[config.mk]
export PLATFORM = sky130hd
export DESIGN_NAME = hsv_to_rgb_convert_flat
export DESIGN_NICKNAME = d
export VERILOG_FILES = /design/src/rtl/hsvrgb_pkg.sv /design/src/rtl/hsvrgb_if.sv /design/src/rtl/hsv_to_rgb_convert.sv /design/src/rtl/hsvrgb_sector.sv /design/src/rtl/hsvrgb_product.sv /design/src/rtl/hsvrgb_divide.sv /design/src/flat_wrapper.sv
export SDC_FILE = /design/constraint.sdc
export NUM_CORES = 2
export LEC_CHECK = 0
export ABC_AREA = 1
export BUFFER_PORTS_ARGS = -buffer_cell sky130_fd_sc_hd__buf_2
export CORE_AREA = 4 4 338 340
export CTS_BUF_LIST = sky130_fd_sc_hd__clkbuf_16
export DETAILED_ROUTE_END_ITERATION = 12
export DIE_AREA = 0 0 342 344
export PLACE_DENSITY_LB_ADDON = 0.2
export SETUP_SLACK_MARGIN = 0.3
export SLEW_MARGIN = 20
export SYNTH_ARGS = -nofsm -noshare
export SYNTH_HDL_FRONTEND = slang
export SYNTH_SLANG_ARGS = --single-unit
[constraint.sdc]
create_clock -name clock -period 8.2 [get_ports clock]
set_clock_uncertainty 0.2 [all_clocks]
set_input_delay 1.64 -clock clock [delete_from_list [all_inputs] [get_ports clock]]
set_output_delay 1.64 -clock clock [all_outputs]
set_load 0.005 [all_outputs]
[src/rtl/hsvrgb_pkg.sv]
// Shared constants, stage payload types and sector codes for the HSV to RGB converter.
package hsvrgb_pkg;

   localparam int COLOR_BITS = 8;
   localparam int HUE_BITS   = 9;
   localparam int FRAC_BITS  = 6;
   localparam int SECTOR_BITS = 3;

   localparam int MAXC      = (1 << COLOR_BITS) - 1;
   localparam int FULL_TURN = 360;
   localparam int SIXTY     = 60;
   localparam int SCALE_Q   = SIXTY * MAXC;
   localparam int SCALE_Q4  = SCALE_Q / 4;
   localparam int SCALE_Q_BITS = COLOR_BITS + FRAC_BITS;

   // hue / 60 as (hue * 1093) >> 16, exact for hue below 360
   localparam int HUE_RECIP      = 1093;
   localparam int HUE_RECIP_BITS = 11;
   localparam int HUE_SHIFT      = 16;
   localparam int HUE_PROD_BITS  = HUE_BITS + HUE_RECIP_BITS;

   // numerator widths
   localparam int NUM_P_BITS = 2 * COLOR_BITS;
   localparam int NUM_Q_BITS = 2 * COLOR_BITS + FRAC_BITS;
   localparam int DIV_Q_BITS = NUM_Q_BITS - 2;

   // reciprocal constants, ceil(2^shift / divisor), exact over the numerator range
   localparam int SHIFT_P = NUM_P_BITS + $clog2(MAXC);
   localparam int SHIFT_Q = DIV_Q_BITS + $clog2(SCALE_Q4);
   localparam int KP_BITS = NUM_P_BITS + 1;
   localparam int KQ_BITS = DIV_Q_BITS + 1;
   localparam int PROD_P_BITS = NUM_P_BITS + KP_BITS;
   localparam int PROD_Q_BITS = DIV_Q_BITS + KQ_BITS;

   localparam logic [63:0] RECIP_P_WIDE =
      ((64'd1 << SHIFT_P) + 64'(MAXC) - 64'd1) / 64'(MAXC);
   localparam logic [63:0] RECIP_Q_WIDE =
      ((64'd1 << SHIFT_Q) + 64'(SCALE_Q4) - 64'd1) / 64'(SCALE_Q4);
   localparam logic [KP_BITS-1:0] RECIP_P = KP_BITS'(RECIP_P_WIDE);
   localparam logic [KQ_BITS-1:0] RECIP_Q = KQ_BITS'(RECIP_Q_WIDE);

   // hue sectors
   localparam logic [SECTOR_BITS-1:0] SECT_RED_YELLOW   = 3'd0;
   localparam logic [SECTOR_BITS-1:0] SECT_YELLOW_GREEN = 3'd1;
   localparam logic [SECTOR_BITS-1:0] SECT_GREEN_CYAN   = 3'd2;
   localparam logic [SECTOR_BITS-1:0] SECT_CYAN_BLUE    = 3'd3;
   localparam logic [SECTOR_BITS-1:0] SECT_BLUE_MAGENTA = 3'd4;

   typedef struct packed {
      logic                  valid;
      logic [HUE_BITS-1:0]   hue_deg;
      logic [COLOR_BITS-1:0] saturation;
      logic [COLOR_BITS-1:0] brightness;
   } pixel_type;

   typedef struct packed {
      logic                   valid;
      logic                   black;
      logic [SECTOR_BITS-1:0] sector;
      logic [FRAC_BITS-1:0]   frac;
      logic [COLOR_BITS-1:0]  saturation;
      logic [COLOR_BITS-1:0]  brightness;
   } sector_type;

   typedef struct packed {
      logic                   valid;
      logic                   black;
      logic [SECTOR_BITS-1:0] sector;
      logic [COLOR_BITS-1:0]  brightness;
      logic [NUM_P_BITS-1:0]  num_p;
      logic [NUM_Q_BITS-1:0]  num_q;
      logic [NUM_Q_BITS-1:0]  num_t;
   } product_type;

   typedef struct packed {
      logic                  valid;
      logic [COLOR_BITS-1:0] red;
      logic [COLOR_BITS-1:0] green;
      logic [COLOR_BITS-1:0] blue;
   } result_type;

endpackage

[src/rtl/hsvrgb_if.sv]
// Valid/ready channel interfaces for HSV pixels in and RGB pixels out.
interface hsvrgb_req_if import hsvrgb_pkg::*; ();
   logic                  valid;
   logic                  ready;
   logic [HUE_BITS-1:0]   hue_deg;
   logic [COLOR_BITS-1:0] saturation;
   logic [COLOR_BITS-1:0] brightness;

   modport source (output valid, output hue_deg, output saturation, output brightness,
                   input ready);
   modport sink   (input valid, input hue_deg, input saturation, input brightness,
                   output ready);
endinterface

interface hsvrgb_rsp_if import hsvrgb_pkg::*; ();
   logic                  valid;
   logic                  ready;
   logic [COLOR_BITS-1:0] red;
   logic [COLOR_BITS-1:0] green;
   logic [COLOR_BITS-1:0] blue;

   modport source (output valid, output red, output green, output blue, input ready);
   modport sink   (input valid, input red, input green, input blue, output ready);
endinterface

[src/rtl/hsv_to_rgb_convert.sv]
// Top level of the HSV to RGB converter: six-stage pipeline with a shared stall.
//
//   channel    direction  payload                          transaction when
//   req_chan   in         hue_deg, saturation, brightness  valid && ready
//   rsp_chan   out        red, green, blue                 valid && ready
//
// One pixel per cycle while rsp_chan does not hold a response; the depth is set
// by the two-stage hue decode, the two product stages and the reciprocal
// divide stage ahead of the output register.
// Reset clears every stage valid bit; payload registers are not reset.
// A response held by rsp_chan freezes all stages together, so nothing is
// dropped or repeated; req_chan.ready follows that same stall.
module hsv_to_rgb_convert import hsvrgb_pkg::*; (
   input logic          clock,
   input logic          reset,
   hsvrgb_req_if.sink   req_chan,
   hsvrgb_rsp_if.source rsp_chan
);

   logic        advance;
   pixel_type   pixel;
   sector_type  sect;
   product_type prod;
   result_type  result;

   assign advance = !result.valid || rsp_chan.ready;

   assign req_chan.ready   = advance;
   assign pixel.valid      = req_chan.valid;
   assign pixel.hue_deg    = req_chan.hue_deg;
   assign pixel.saturation = req_chan.saturation;
   assign pixel.brightness = req_chan.brightness;

   hsvrgb_sector u_sector (
      .clock   (clock),
      .reset   (reset),
      .advance (advance),
      .pixel   (pixel),
      .sect    (sect)
   );

   hsvrgb_product u_product (
      .clock   (clock),
      .reset   (reset),
      .advance (advance),
      .sect    (sect),
      .prod    (prod)
   );

   hsvrgb_divide u_divide (
      .clock   (clock),
      .reset   (reset),
      .advance (advance),
      .prod    (prod),
      .result  (result)
   );

   assign rsp_chan.valid = result.valid;
   assign rsp_chan.red   = result.red;
   assign rsp_chan.green = result.green;
   assign rsp_chan.blue  = result.blue;

endmodule

[src/rtl/hsvrgb_sector.sv]
// Hue decode stages: wrap and range check, sector by reciprocal, fraction within sector.
module hsvrgb_sector import hsvrgb_pkg::*; (
   input  logic       clock,
   input  logic       reset,
   input  logic       advance,
   input  pixel_type  pixel,
   output sector_type sect
);

   logic                     a_valid_ff;
   logic                     a_black_ff;
   logic [HUE_BITS-1:0]      a_hue_ff;
   logic [HUE_PROD_BITS-1:0] a_prod_ff;
   logic [COLOR_BITS-1:0]    a_sat_ff;
   logic [COLOR_BITS-1:0]    a_bri_ff;

   logic [HUE_BITS-1:0]      hue_in;
   logic                     black_in;
   logic [HUE_PROD_BITS-1:0] prod_in;
   logic [SECTOR_BITS-1:0]   sector_in;
   logic [HUE_BITS-1:0]      base_in;
   logic [HUE_BITS-1:0]      frac_in;
   sector_type               sect_ff;

   // hue of a full turn wraps to zero; beyond that the pixel is black
   always_comb begin
      black_in = (pixel.hue_deg > HUE_BITS'(FULL_TURN));
      hue_in   = pixel.hue_deg;
      if (pixel.hue_deg >= HUE_BITS'(FULL_TURN)) begin
         hue_in = '0;
      end
      prod_in = HUE_PROD_BITS'(hue_in) * HUE_PROD_BITS'(HUE_RECIP);
   end

   always_ff @(posedge clock) begin
      if (reset) begin
         a_valid_ff <= 1'b0;
      end else if (advance) begin
         a_valid_ff <= pixel.valid;
      end
   end

   always_ff @(posedge clock) begin
      if (advance) begin
         a_black_ff <= black_in;
         a_hue_ff   <= hue_in;
         a_prod_ff  <= prod_in;
         a_sat_ff   <= pixel.saturation;
         a_bri_ff   <= pixel.brightness;
      end
   end

   // fraction = hue - 60 * sector, with 60 * sector as 64 * sector - 4 * sector
   always_comb begin
      sector_in = a_prod_ff[HUE_SHIFT +: SECTOR_BITS];
      base_in   = (HUE_BITS'(sector_in) << 6) - (HUE_BITS'(sector_in) << 2);
      frac_in   = a_hue_ff - base_in;
   end

   always_ff @(posedge clock) begin
      if (reset) begin
         sect_ff.valid <= 1'b0;
      end else if (advance) begin
         sect_ff.valid <= a_valid_ff;
      end
      if (advance) begin
         sect_ff.black      <= a_black_ff;
         sect_ff.sector     <= sector_in;
         sect_ff.frac       <= frac_in[FRAC_BITS-1:0];
         sect_ff.saturation <= a_sat_ff;
         sect_ff.brightness <= a_bri_ff;
      end
   end

   assign sect = sect_ff;

endmodule

[src/rtl/hsvrgb_product.sv]
// Numerator stages: saturation scaled by fraction and by sixty minus fraction, then the three brightness products.
module hsvrgb_product import hsvrgb_pkg::*; (
   input  logic        clock,
   input  logic        reset,
   input  logic        advance,
   input  sector_type  sect,
   output product_type prod
);

   logic                    c_valid_ff;
   logic                    c_black_ff;
   logic [SECTOR_BITS-1:0]  c_sector_ff;
   logic [COLOR_BITS-1:0]   c_bri_ff;
   logic [COLOR_BITS-1:0]   c_pm_ff;
   logic [SCALE_Q_BITS-1:0] c_sf_ff;
   logic [SCALE_Q_BITS-1:0] c_sg_ff;

   logic [FRAC_BITS-1:0]    rest_in;
   logic [SCALE_Q_BITS-1:0] sf_in;
   logic [SCALE_Q_BITS-1:0] sg_in;
   logic [COLOR_BITS-1:0]   pm_in;
   logic [SCALE_Q_BITS-1:0] diff_q_in;
   logic [SCALE_Q_BITS-1:0] diff_t_in;
   product_type             prod_ff;

   always_comb begin
      rest_in = FRAC_BITS'(SIXTY) - sect.frac;
      sf_in   = SCALE_Q_BITS'(sect.saturation) * SCALE_Q_BITS'(sect.frac);
      sg_in   = SCALE_Q_BITS'(sect.saturation) * SCALE_Q_BITS'(rest_in);
      pm_in   = COLOR_BITS'(MAXC) - sect.saturation;
   end

   always_ff @(posedge clock) begin
      if (reset) begin
         c_valid_ff <= 1'b0;
      end else if (advance) begin
         c_valid_ff <= sect.valid;
      end
   end

   always_ff @(posedge clock) begin
      if (advance) begin
         c_black_ff  <= sect.black;
         c_sector_ff <= sect.sector;
         c_bri_ff    <= sect.brightness;
         c_pm_ff     <= pm_in;
         c_sf_ff     <= sf_in;
         c_sg_ff     <= sg_in;
      end
   end

   always_comb begin
      diff_q_in = SCALE_Q_BITS'(SCALE_Q) - c_sf_ff;
      diff_t_in = SCALE_Q_BITS'(SCALE_Q) - c_sg_ff;
   end

   always_ff @(posedge clock) begin
      if (reset) begin
         prod_ff.valid <= 1'b0;
      end else if (advance) begin
         prod_ff.valid <= c_valid_ff;
      end
      if (advance) begin
         prod_ff.black      <= c_black_ff;
         prod_ff.sector     <= c_sector_ff;
         prod_ff.brightness <= c_bri_ff;
         prod_ff.num_p      <= NUM_P_BITS'(c_bri_ff) * NUM_P_BITS'(c_pm_ff);
         prod_ff.num_q      <= NUM_Q_BITS'(c_bri_ff) * NUM_Q_BITS'(diff_q_in);
         prod_ff.num_t      <= NUM_Q_BITS'(c_bri_ff) * NUM_Q_BITS'(diff_t_in);
      end
   end

   assign prod = prod_ff;

endmodule

[src/rtl/hsvrgb_divide.sv]
// Constant division by reciprocal multiply, then sector routing and black forcing into the output register.
module hsvrgb_divide import hsvrgb_pkg::*; (
   input  logic        clock,
   input  logic        reset,
   input  logic        advance,
   input  product_type prod,
   output result_type  result
);

   logic                   e_valid_ff;
   logic                   e_black_ff;
   logic [SECTOR_BITS-1:0] e_sector_ff;
   logic [COLOR_BITS-1:0]  e_bri_ff;
   logic [PROD_P_BITS-1:0] e_prod_p_ff;
   logic [PROD_Q_BITS-1:0] e_prod_q_ff;
   logic [PROD_Q_BITS-1:0] e_prod_t_ff;

   logic [COLOR_BITS-1:0]  p_in;
   logic [COLOR_BITS-1:0]  q_in;
   logic [COLOR_BITS-1:0]  t_in;
   logic [COLOR_BITS-1:0]  red_in;
   logic [COLOR_BITS-1:0]  green_in;
   logic [COLOR_BITS-1:0]  blue_in;
   result_type             result_ff;

   always_ff @(posedge clock) begin
      if (reset) begin
         e_valid_ff <= 1'b0;
      end else if (advance) begin
         e_valid_ff <= prod.valid;
      end
   end

   // the Q and T divisor is 60 * MAXC: drop a factor of four by shift first
   always_ff @(posedge clock) begin
      if (advance) begin
         e_black_ff  <= prod.black;
         e_sector_ff <= prod.sector;
         e_bri_ff    <= prod.brightness;
         e_prod_p_ff <= PROD_P_BITS'(prod.num_p) * PROD_P_BITS'(RECIP_P);
         e_prod_q_ff <= PROD_Q_BITS'(prod.num_q[NUM_Q_BITS-1:2]) * PROD_Q_BITS'(RECIP_Q);
         e_prod_t_ff <= PROD_Q_BITS'(prod.num_t[NUM_Q_BITS-1:2]) * PROD_Q_BITS'(RECIP_Q);
      end
   end

   always_comb begin
      p_in = e_prod_p_ff[SHIFT_P +: COLOR_BITS];
      q_in = e_prod_q_ff[SHIFT_Q +: COLOR_BITS];
      t_in = e_prod_t_ff[SHIFT_Q +: COLOR_BITS];
      case (e_sector_ff)
         SECT_RED_YELLOW: begin
            red_in = e_bri_ff; green_in = t_in;     blue_in = p_in;
         end
         SECT_YELLOW_GREEN: begin
            red_in = q_in;     green_in = e_bri_ff; blue_in = p_in;
         end
         SECT_GREEN_CYAN: begin
            red_in = p_in;     green_in = e_bri_ff; blue_in = t_in;
         end
         SECT_CYAN_BLUE: begin
            red_in = p_in;     green_in = q_in;     blue_in = e_bri_ff;
         end
         SECT_BLUE_MAGENTA: begin
            red_in = t_in;     green_in = p_in;     blue_in = e_bri_ff;
         end
         default: begin
            red_in = e_bri_ff; green_in = p_in;     blue_in = q_in;
         end
      endcase
      if (e_black_ff) begin
         red_in   = '0;
         green_in = '0;
         blue_in  = '0;
      end
   end

   always_ff @(posedge clock) begin
      if (reset) begin
         result_ff.valid <= 1'b0;
      end else if (advance) begin
         result_ff.valid <= e_valid_ff;
      end
      if (advance) begin
         result_ff.red   <= red_in;
         result_ff.green <= green_in;
         result_ff.blue  <= blue_in;
      end
   end

   assign result = result_ff;

endmodule

[src/flat_wrapper.sv]
// flat-port wrapper written by rule: the top's interface ports become plain ports
module hsv_to_rgb_convert_flat import hsvrgb_pkg::*;
  (clock, reset, req_chan_valid, req_chan_hue_deg, req_chan_saturation, req_chan_brightness, req_chan_ready, rsp_chan_valid, rsp_chan_red, rsp_chan_green, rsp_chan_blue, rsp_chan_ready);
  hsvrgb_req_if req_chan_i ();
  hsvrgb_rsp_if rsp_chan_i ();
  input logic clock;
  input logic reset;
  input wire logic [$bits(req_chan_i.valid)-1:0] req_chan_valid;
  input wire logic [$bits(req_chan_i.hue_deg)-1:0] req_chan_hue_deg;
  input wire logic [$bits(req_chan_i.saturation)-1:0] req_chan_saturation;
  input wire logic [$bits(req_chan_i.brightness)-1:0] req_chan_brightness;
  output wire logic [$bits(req_chan_i.ready)-1:0] req_chan_ready;
  output wire logic [$bits(rsp_chan_i.valid)-1:0] rsp_chan_valid;
  output wire logic [$bits(rsp_chan_i.red)-1:0] rsp_chan_red;
  output wire logic [$bits(rsp_chan_i.green)-1:0] rsp_chan_green;
  output wire logic [$bits(rsp_chan_i.blue)-1:0] rsp_chan_blue;
  input wire logic [$bits(rsp_chan_i.ready)-1:0] rsp_chan_ready;
  assign req_chan_i.valid = req_chan_valid;
  assign req_chan_i.hue_deg = req_chan_hue_deg;
  assign req_chan_i.saturation = req_chan_saturation;
  assign req_chan_i.brightness = req_chan_brightness;
  assign req_chan_ready = req_chan_i.ready;
  assign rsp_chan_valid = rsp_chan_i.valid;
  assign rsp_chan_red = rsp_chan_i.red;
  assign rsp_chan_green = rsp_chan_i.green;
  assign rsp_chan_blue = rsp_chan_i.blue;
  assign rsp_chan_i.ready = rsp_chan_ready;
  hsv_to_rgb_convert u_core (.clock(clock), .reset(reset), .req_chan(req_chan_i), .rsp_chan(rsp_chan_i));
endmodule
; ---- Word level (Yosys, flattened, before mapping)
; Index checks and enable logic that the tools add are counted.
[totals]
reg_bits = 337
out_inout_bits = 26
input_bits = 29
elab_cells = 69
[op_classes]
n_eq_ne = 4
reduce_logical = 7
magnitude_cmp = 2
n_mux = 4
multipliers = 9
addsub = 6
[ops]
columns = cell, count
row1 = "20-bit by 19-bit multiplier with 38-bit output, second input constant", 2
row2 = 8-bit case mux with 3 select lines, 3
row3 = 8-bit by 14-bit multiplier with 22-bit output, 2
row4 = "16-bit by 16-bit multiplier with 31-bit output, second input constant", 1
row5 = 8-bit by 6-bit multiplier with 14-bit output, 2
row6 = "14-bit subtractor, first input constant", 2
row7 = "9-bit by 11-bit multiplier with 19-bit output, second input constant", 1
row8 = 8-bit by 8-bit multiplier with 16-bit output, 1
row9 = "9-bit >= comparator, second input constant", 1
row10 = "9-bit > comparator, second input constant", 1
row11 = 9-bit 2-to-1 mux, 1
row12 = 2-bit OR reduction, 4
row13 = "8-bit subtractor, first input constant", 1
row14 = "3-bit by 2-bit equality test with 1-bit output, second input constant", 2
row15 = "1-bit by 5-bit subtractor with 6-bit output, first input constant", 1
row16 = 6-bit subtractor, 1
row17 = "6-bit subtractor, first input constant", 1
row18 = "3-bit by 1-bit equality test with 1-bit output, second input constant", 1
row19 = "3-bit equality test, second input constant", 1
row20 = 3-bit logical NOT, 1
row21 = 1-bit logical NOT, 1
row22 = 1-bit logical OR, 1

; ---- Logic depth before layout (Yosys ltp)
[logic_depth]
depth_word = 3
depth_mapped = 29
ltp_nobuf = 28

; ---- Cells and area by module
; A second synthesis with hierarchy kept.
[hier_totals]
hier_cells = 3998
area_unflattened_um2 = 33955.1
[modules_own_cells]
columns = mod, cells_each, area_per_inst_um2, n_inst, seq_area_each_um2
row1 = hsvrgb_product, 2042, 16757.3, 1, 3583.4
row2 = hsvrgb_divide, 1720, 14446.4, 1, 1841.8
row3 = hsvrgb_sector, 234, 2743.9, 1, 1601.5
row4 = hsv_to_rgb_convert, 2, 7.5, 1, 0.0

; ---- Least setup slack after synthesis
; No wires, ideal clock.
[synth_timing]
path_kind = input port to output port
start = input port rsp_chan_ready
end = output port req_chan_ready
path_slack_ns = 0.145
n_path_buf = 0
required_time_ns = 6.360
arrival_ns = 6.215
stages = 2
path_cell_list = nor2_1 inv_1
[synth_between]
elab_chain_cells = 1
[synth_lines]
columns = item, line_no
row1 = from (decl), flat_wrapper.sv:17  ; input wire logic [$bits(rsp_chan_i.ready)-1:0] rsp_chan_ready;
row2 = 1-bit logical OR, hsv_to_rgb_convert.sv:26  ; assign advance = !result.valid || rsp_chan.ready;
row3 = to (decl), flat_wrapper.sv:12  ; output wire logic [$bits(req_chan_i.ready)-1:0] req_chan_ready;
; No other way between the ends.

==> reports/qor.csv <==
metric,value,unit
via count,23860,
Worst-Skew Late Latency,0.60,ns
DRC,0,
Netlist cell types,52,
FMAX,165.2,MHz
final hold violation count,0,
Vert. Die Dim,344,um
Worst-path clk slew,0.06,ns
cell count of the worst reg-to-reg path,22,
Final Wtd Congestion,0.8292,
Cells on Worst Hold Path,0,
hold crit path type,reg2reg,
H-Tree Depth,1,
Worst EP required,8.33,ns
highest cell delay on the worst timing path,0.58,ns
CP Launch Point,u_core.u_product.c_sf_ff[0],
Num CTS Buffers,31,
relative max-transition margin,34.36,%
antenna violations before repair,2,
proportion of layout cells with a drive suffix above 1,3.708,%
Die X,342,um
area grow syn2layout,9.038,%
worst reg2reg path endpoint,u_core.u_product.prod[21],
hpwl dp,65340,um
die area,117600,um2
total global routing overflow,0,
largest buffer count on any clock path,3,
syn_area_per_cell,8.654,um2
"Arr. time, crit path",6.18,ns
Synth Warn #,0,
global-route wire length before repair,130900,um
Yosys top cell by area,fa_1,
via count of the first global-routing pass,24820,
CTS Root Cell,clkbuf_16,
Max Cap Viol,0,
R2R setup slack,2.15,ns
drt wl/cell,14.46,um
GRT Resource Usage Total,13.67,%
core area,111600,um2
Post-DRT Antenna Nets,0,
fill count,11850,
Yosys reg bits,233,
Setup CP Type,reg2reg,
CP max stage cell,fa_1,
setup TNS,0,ns
minimum clock period,6.053,ns
register area share after synthesis,20.85,%
CTS tree,built,
status,completed,
worst setup path endpoint,u_core.u_product.prod[21],
CP max FO,9,
port buffer count,54,
"Top FF cell, synth",edfxtp_1,
largest net degree at the start of global routing,77,
crit share post-route,73.81,%
setup bufs post-CTS,0,
Multi-input gate area,22550,um2
endpoints failing setup,0,
syn nets,4833,
"Hold-fix buffers, CTS",0,
async set-reset flop share out of synthesis,0,%
top cell type's share of synthesized area,22.45,%
1st-iter DRT viols,1018,
Post-synth EDFFs,227,
Mapped Cells,3844,
DR vias/cell,4.410,
"Slew Viols, Final",0,
io pins,55,
WL final,78200,um
startpoint types,flop,
Reg2Reg Launch Point,u_core.u_product.c_sf_ff[0],
min-delay src,u_core.u_sector.sect[25],
ANT cells,0,
DR pass1 iterations,5,
top area cells in the synthesized netlist,"fa_1 (22%), ha_1 (22%), edfxtp_1 (20%)",
cell breakdown of the critical path,"inv_1, ha_1, inv_1, a21oi_2, nand3_1, nand3_1, xor2_1, nor2_1, fa_1, fa_1, fa_1, inv_1, fa_1, inv_1, ha_1, a21oi_1, a21oi_1, nor3_1, nand2_1, nand2_1, nand2_1, xor2_1",
total clock sinks,233,
row count,123,
RSZ-0062 raised after global routing,no,
Setup crit end kind,flop,
initial core utilization,29.81,%
Seq. cell area,6937,um2
Total Nets Final,4876,
Worst Tran Pin Value,0.9846,ns
Synth Cell Area,33260,um2
post-CTS resize count,0,
## worst max-delay path: cells and delay by family (launching register included)
family                     cells  cell delay [ns]
buffers and inverters          4             0.36
and+or+nand+nor                7             0.83
xor gates and xnor gates       2             0.65
DFF                            1             0.54
AOI/OAI and AO/OA              3             0.55
adders and majority gates      6             2.66
## area by class of cell
| type | count | share of cell area (%) |
|---|---|---|
| Sequential cell | 233 | 19.12 |
| Inverter | 948 | 9.821 |
| Clock buffer | 31 | 2.139 |
| Clock inverter | 25 | 0.5899 |
| Tap cell | 1500 | 5.174 |
| Multi-Input combinational cell | 2607 | 62.16 |
| Timing Repair Buffer | 66 | 0.9935 |
## per-stage QoR
stage | util, % | instance area, um2 | hold WS [ns] | cells | setup WS [ns]
2_1_floorplan | - | 33270 | 0.2003 | 3844 | 1.674
3_3_place_gp | 31.62 | 35280 | 0.2011 | 5354 | 2.302
3_5_place_dp | 31.62 | 35280 | 0.2045 | 5354 | 2.185
4_1_cts | 32.51 | 36270 | 0.2122 | 5410 | 2.185
5_1_grt | 32.51 | 36270 | 0.2149 | 5410 | 1.748
6_report | 32.51 | 36270 | 0.2132 | 5410 | 2.147
## flip-flops by register name, summed over array words and instances, names as in the netlist, 3 cells and up
| register | count |
|---|---|
| u_core.u_product.prod | 69 |
| u_core.u_sector.sect | 27 |
| u_core.u_divide.result | 25 |
| u_core.u_product.c_sf_ff | 14 |
| u_core.u_product.c_sg_ff | 13 |
| u_core.u_divide.e_bri_ff | 8 |
| u_core.u_divide.e_prod_p_ff | 8 |
| u_core.u_divide.e_prod_q_ff | 8 |
| u_core.u_divide.e_prod_t_ff | 8 |
| u_core.u_product.c_bri_ff | 8 |
| u_core.u_product.c_pm_ff | 8 |
| u_core.u_sector.a_bri_ff | 8 |
| u_core.u_sector.a_sat_ff | 8 |
| u_core.u_sector.a_hue_ff | 6 |
| u_core.u_divide.e_sector_ff | 3 |
| u_core.u_product.c_sector_ff | 3 |
| u_core.u_sector.a_prod_ff | 3 |
## cells in the final DEF, fill, tap and decap left out, types with 16 or more instances in the layout
cell       netlist  layout
a21o_1          24      24
a21oi_1        171     171
a31oi_1         16      16
buf_2            5      54
clkbuf_16        0      31
edfxtp_1       227     227
fa_1           373     373
ha_1           587     587
inv_1          939     941
nand2_1        677     677
nand3_1         92      92
nand4_1         19      19
nor2_1         341     341
nor3_1          36      36
o21ai_0         77      77
xnor2_1         28      28
xor2_1          60      60
## worst min-delay path by stage
stage | slack, ns | to
finish | 0.21 | u_core.u_product.c_black_ff
global route | 0.21 | u_core.u_product.c_bri_ff[6]
CTS | 0.21 | u_core.u_product.c_bri_ff[6]
detailed placement | 0.20 | u_core.u_divide.e_bri_ff[0]
global placement | 0.20 | u_core.u_sector.sect[6]
floorplan | 0.20 | u_core.u_divide.e_black_ff
## routing by layer
metal / global-route usage (%) / vias to the layer above / share of wire (%)
met5: 0 / - / 0
met4: 2.415 / 0 / 1.8
met3: 1.300 / 61 / 2.9
met2: 22.77 / 268 / 46
met1: 19.55 / 11390 / 50
li1: - / 12140 / -
## synthesized netlist by cell type (3+ instances only)
| cell | n |
|---|---|
| nor2_2 | 3 |
| o21bai_1 | 12 |
| nor4_1 | 11 |
| o221ai_1 | 7 |
| or2_2 | 12 |
| nand2_1 | 677 |
| a21oi_1 | 171 |
| a21o_1 | 24 |
| nor3_1 | 36 |
| buf_2 | 5 |
| o21ai_0 | 77 |
| xor2_1 | 60 |
| nand2_2 | 3 |
| a31oi_1 | 16 |
| o31ai_1 | 3 |
| nand3_1 | 92 |
| nand4_1 | 19 |
| dfxtp_1 | 6 |
| a211oi_1 | 4 |
| a32o_1 | 4 |
| nor2_1 | 341 |
| o211ai_1 | 5 |
| clkbuf_1 | 46 |
| ha_1 | 587 |
| o21a_1 | 7 |
| inv_1 | 939 |
| xnor2_1 | 28 |
| clkinv_1 | 8 |
| buf_1 | 4 |
| edfxtp_1 | 227 |
| fa_1 | 373 |
| a41oi_1 | 8 |
## cells by family after synthesis
group / after synthesis / share of synthesized area [%]
buffers and inverters: 1004 / 11.37
adder cells (fa/ha/maj): 960 / 44.53
AO/OA/AOI/OAI: 352 / 6.157
AND/OR/NAND/NOR: 1203 / 14.55
XOR/XNOR: 92 / 2.546
flip-flops: 233 / 20.85
Power is not shown: default switching activity piles up to over one toggle a cycle in this logic, so the estimate is an artifact.
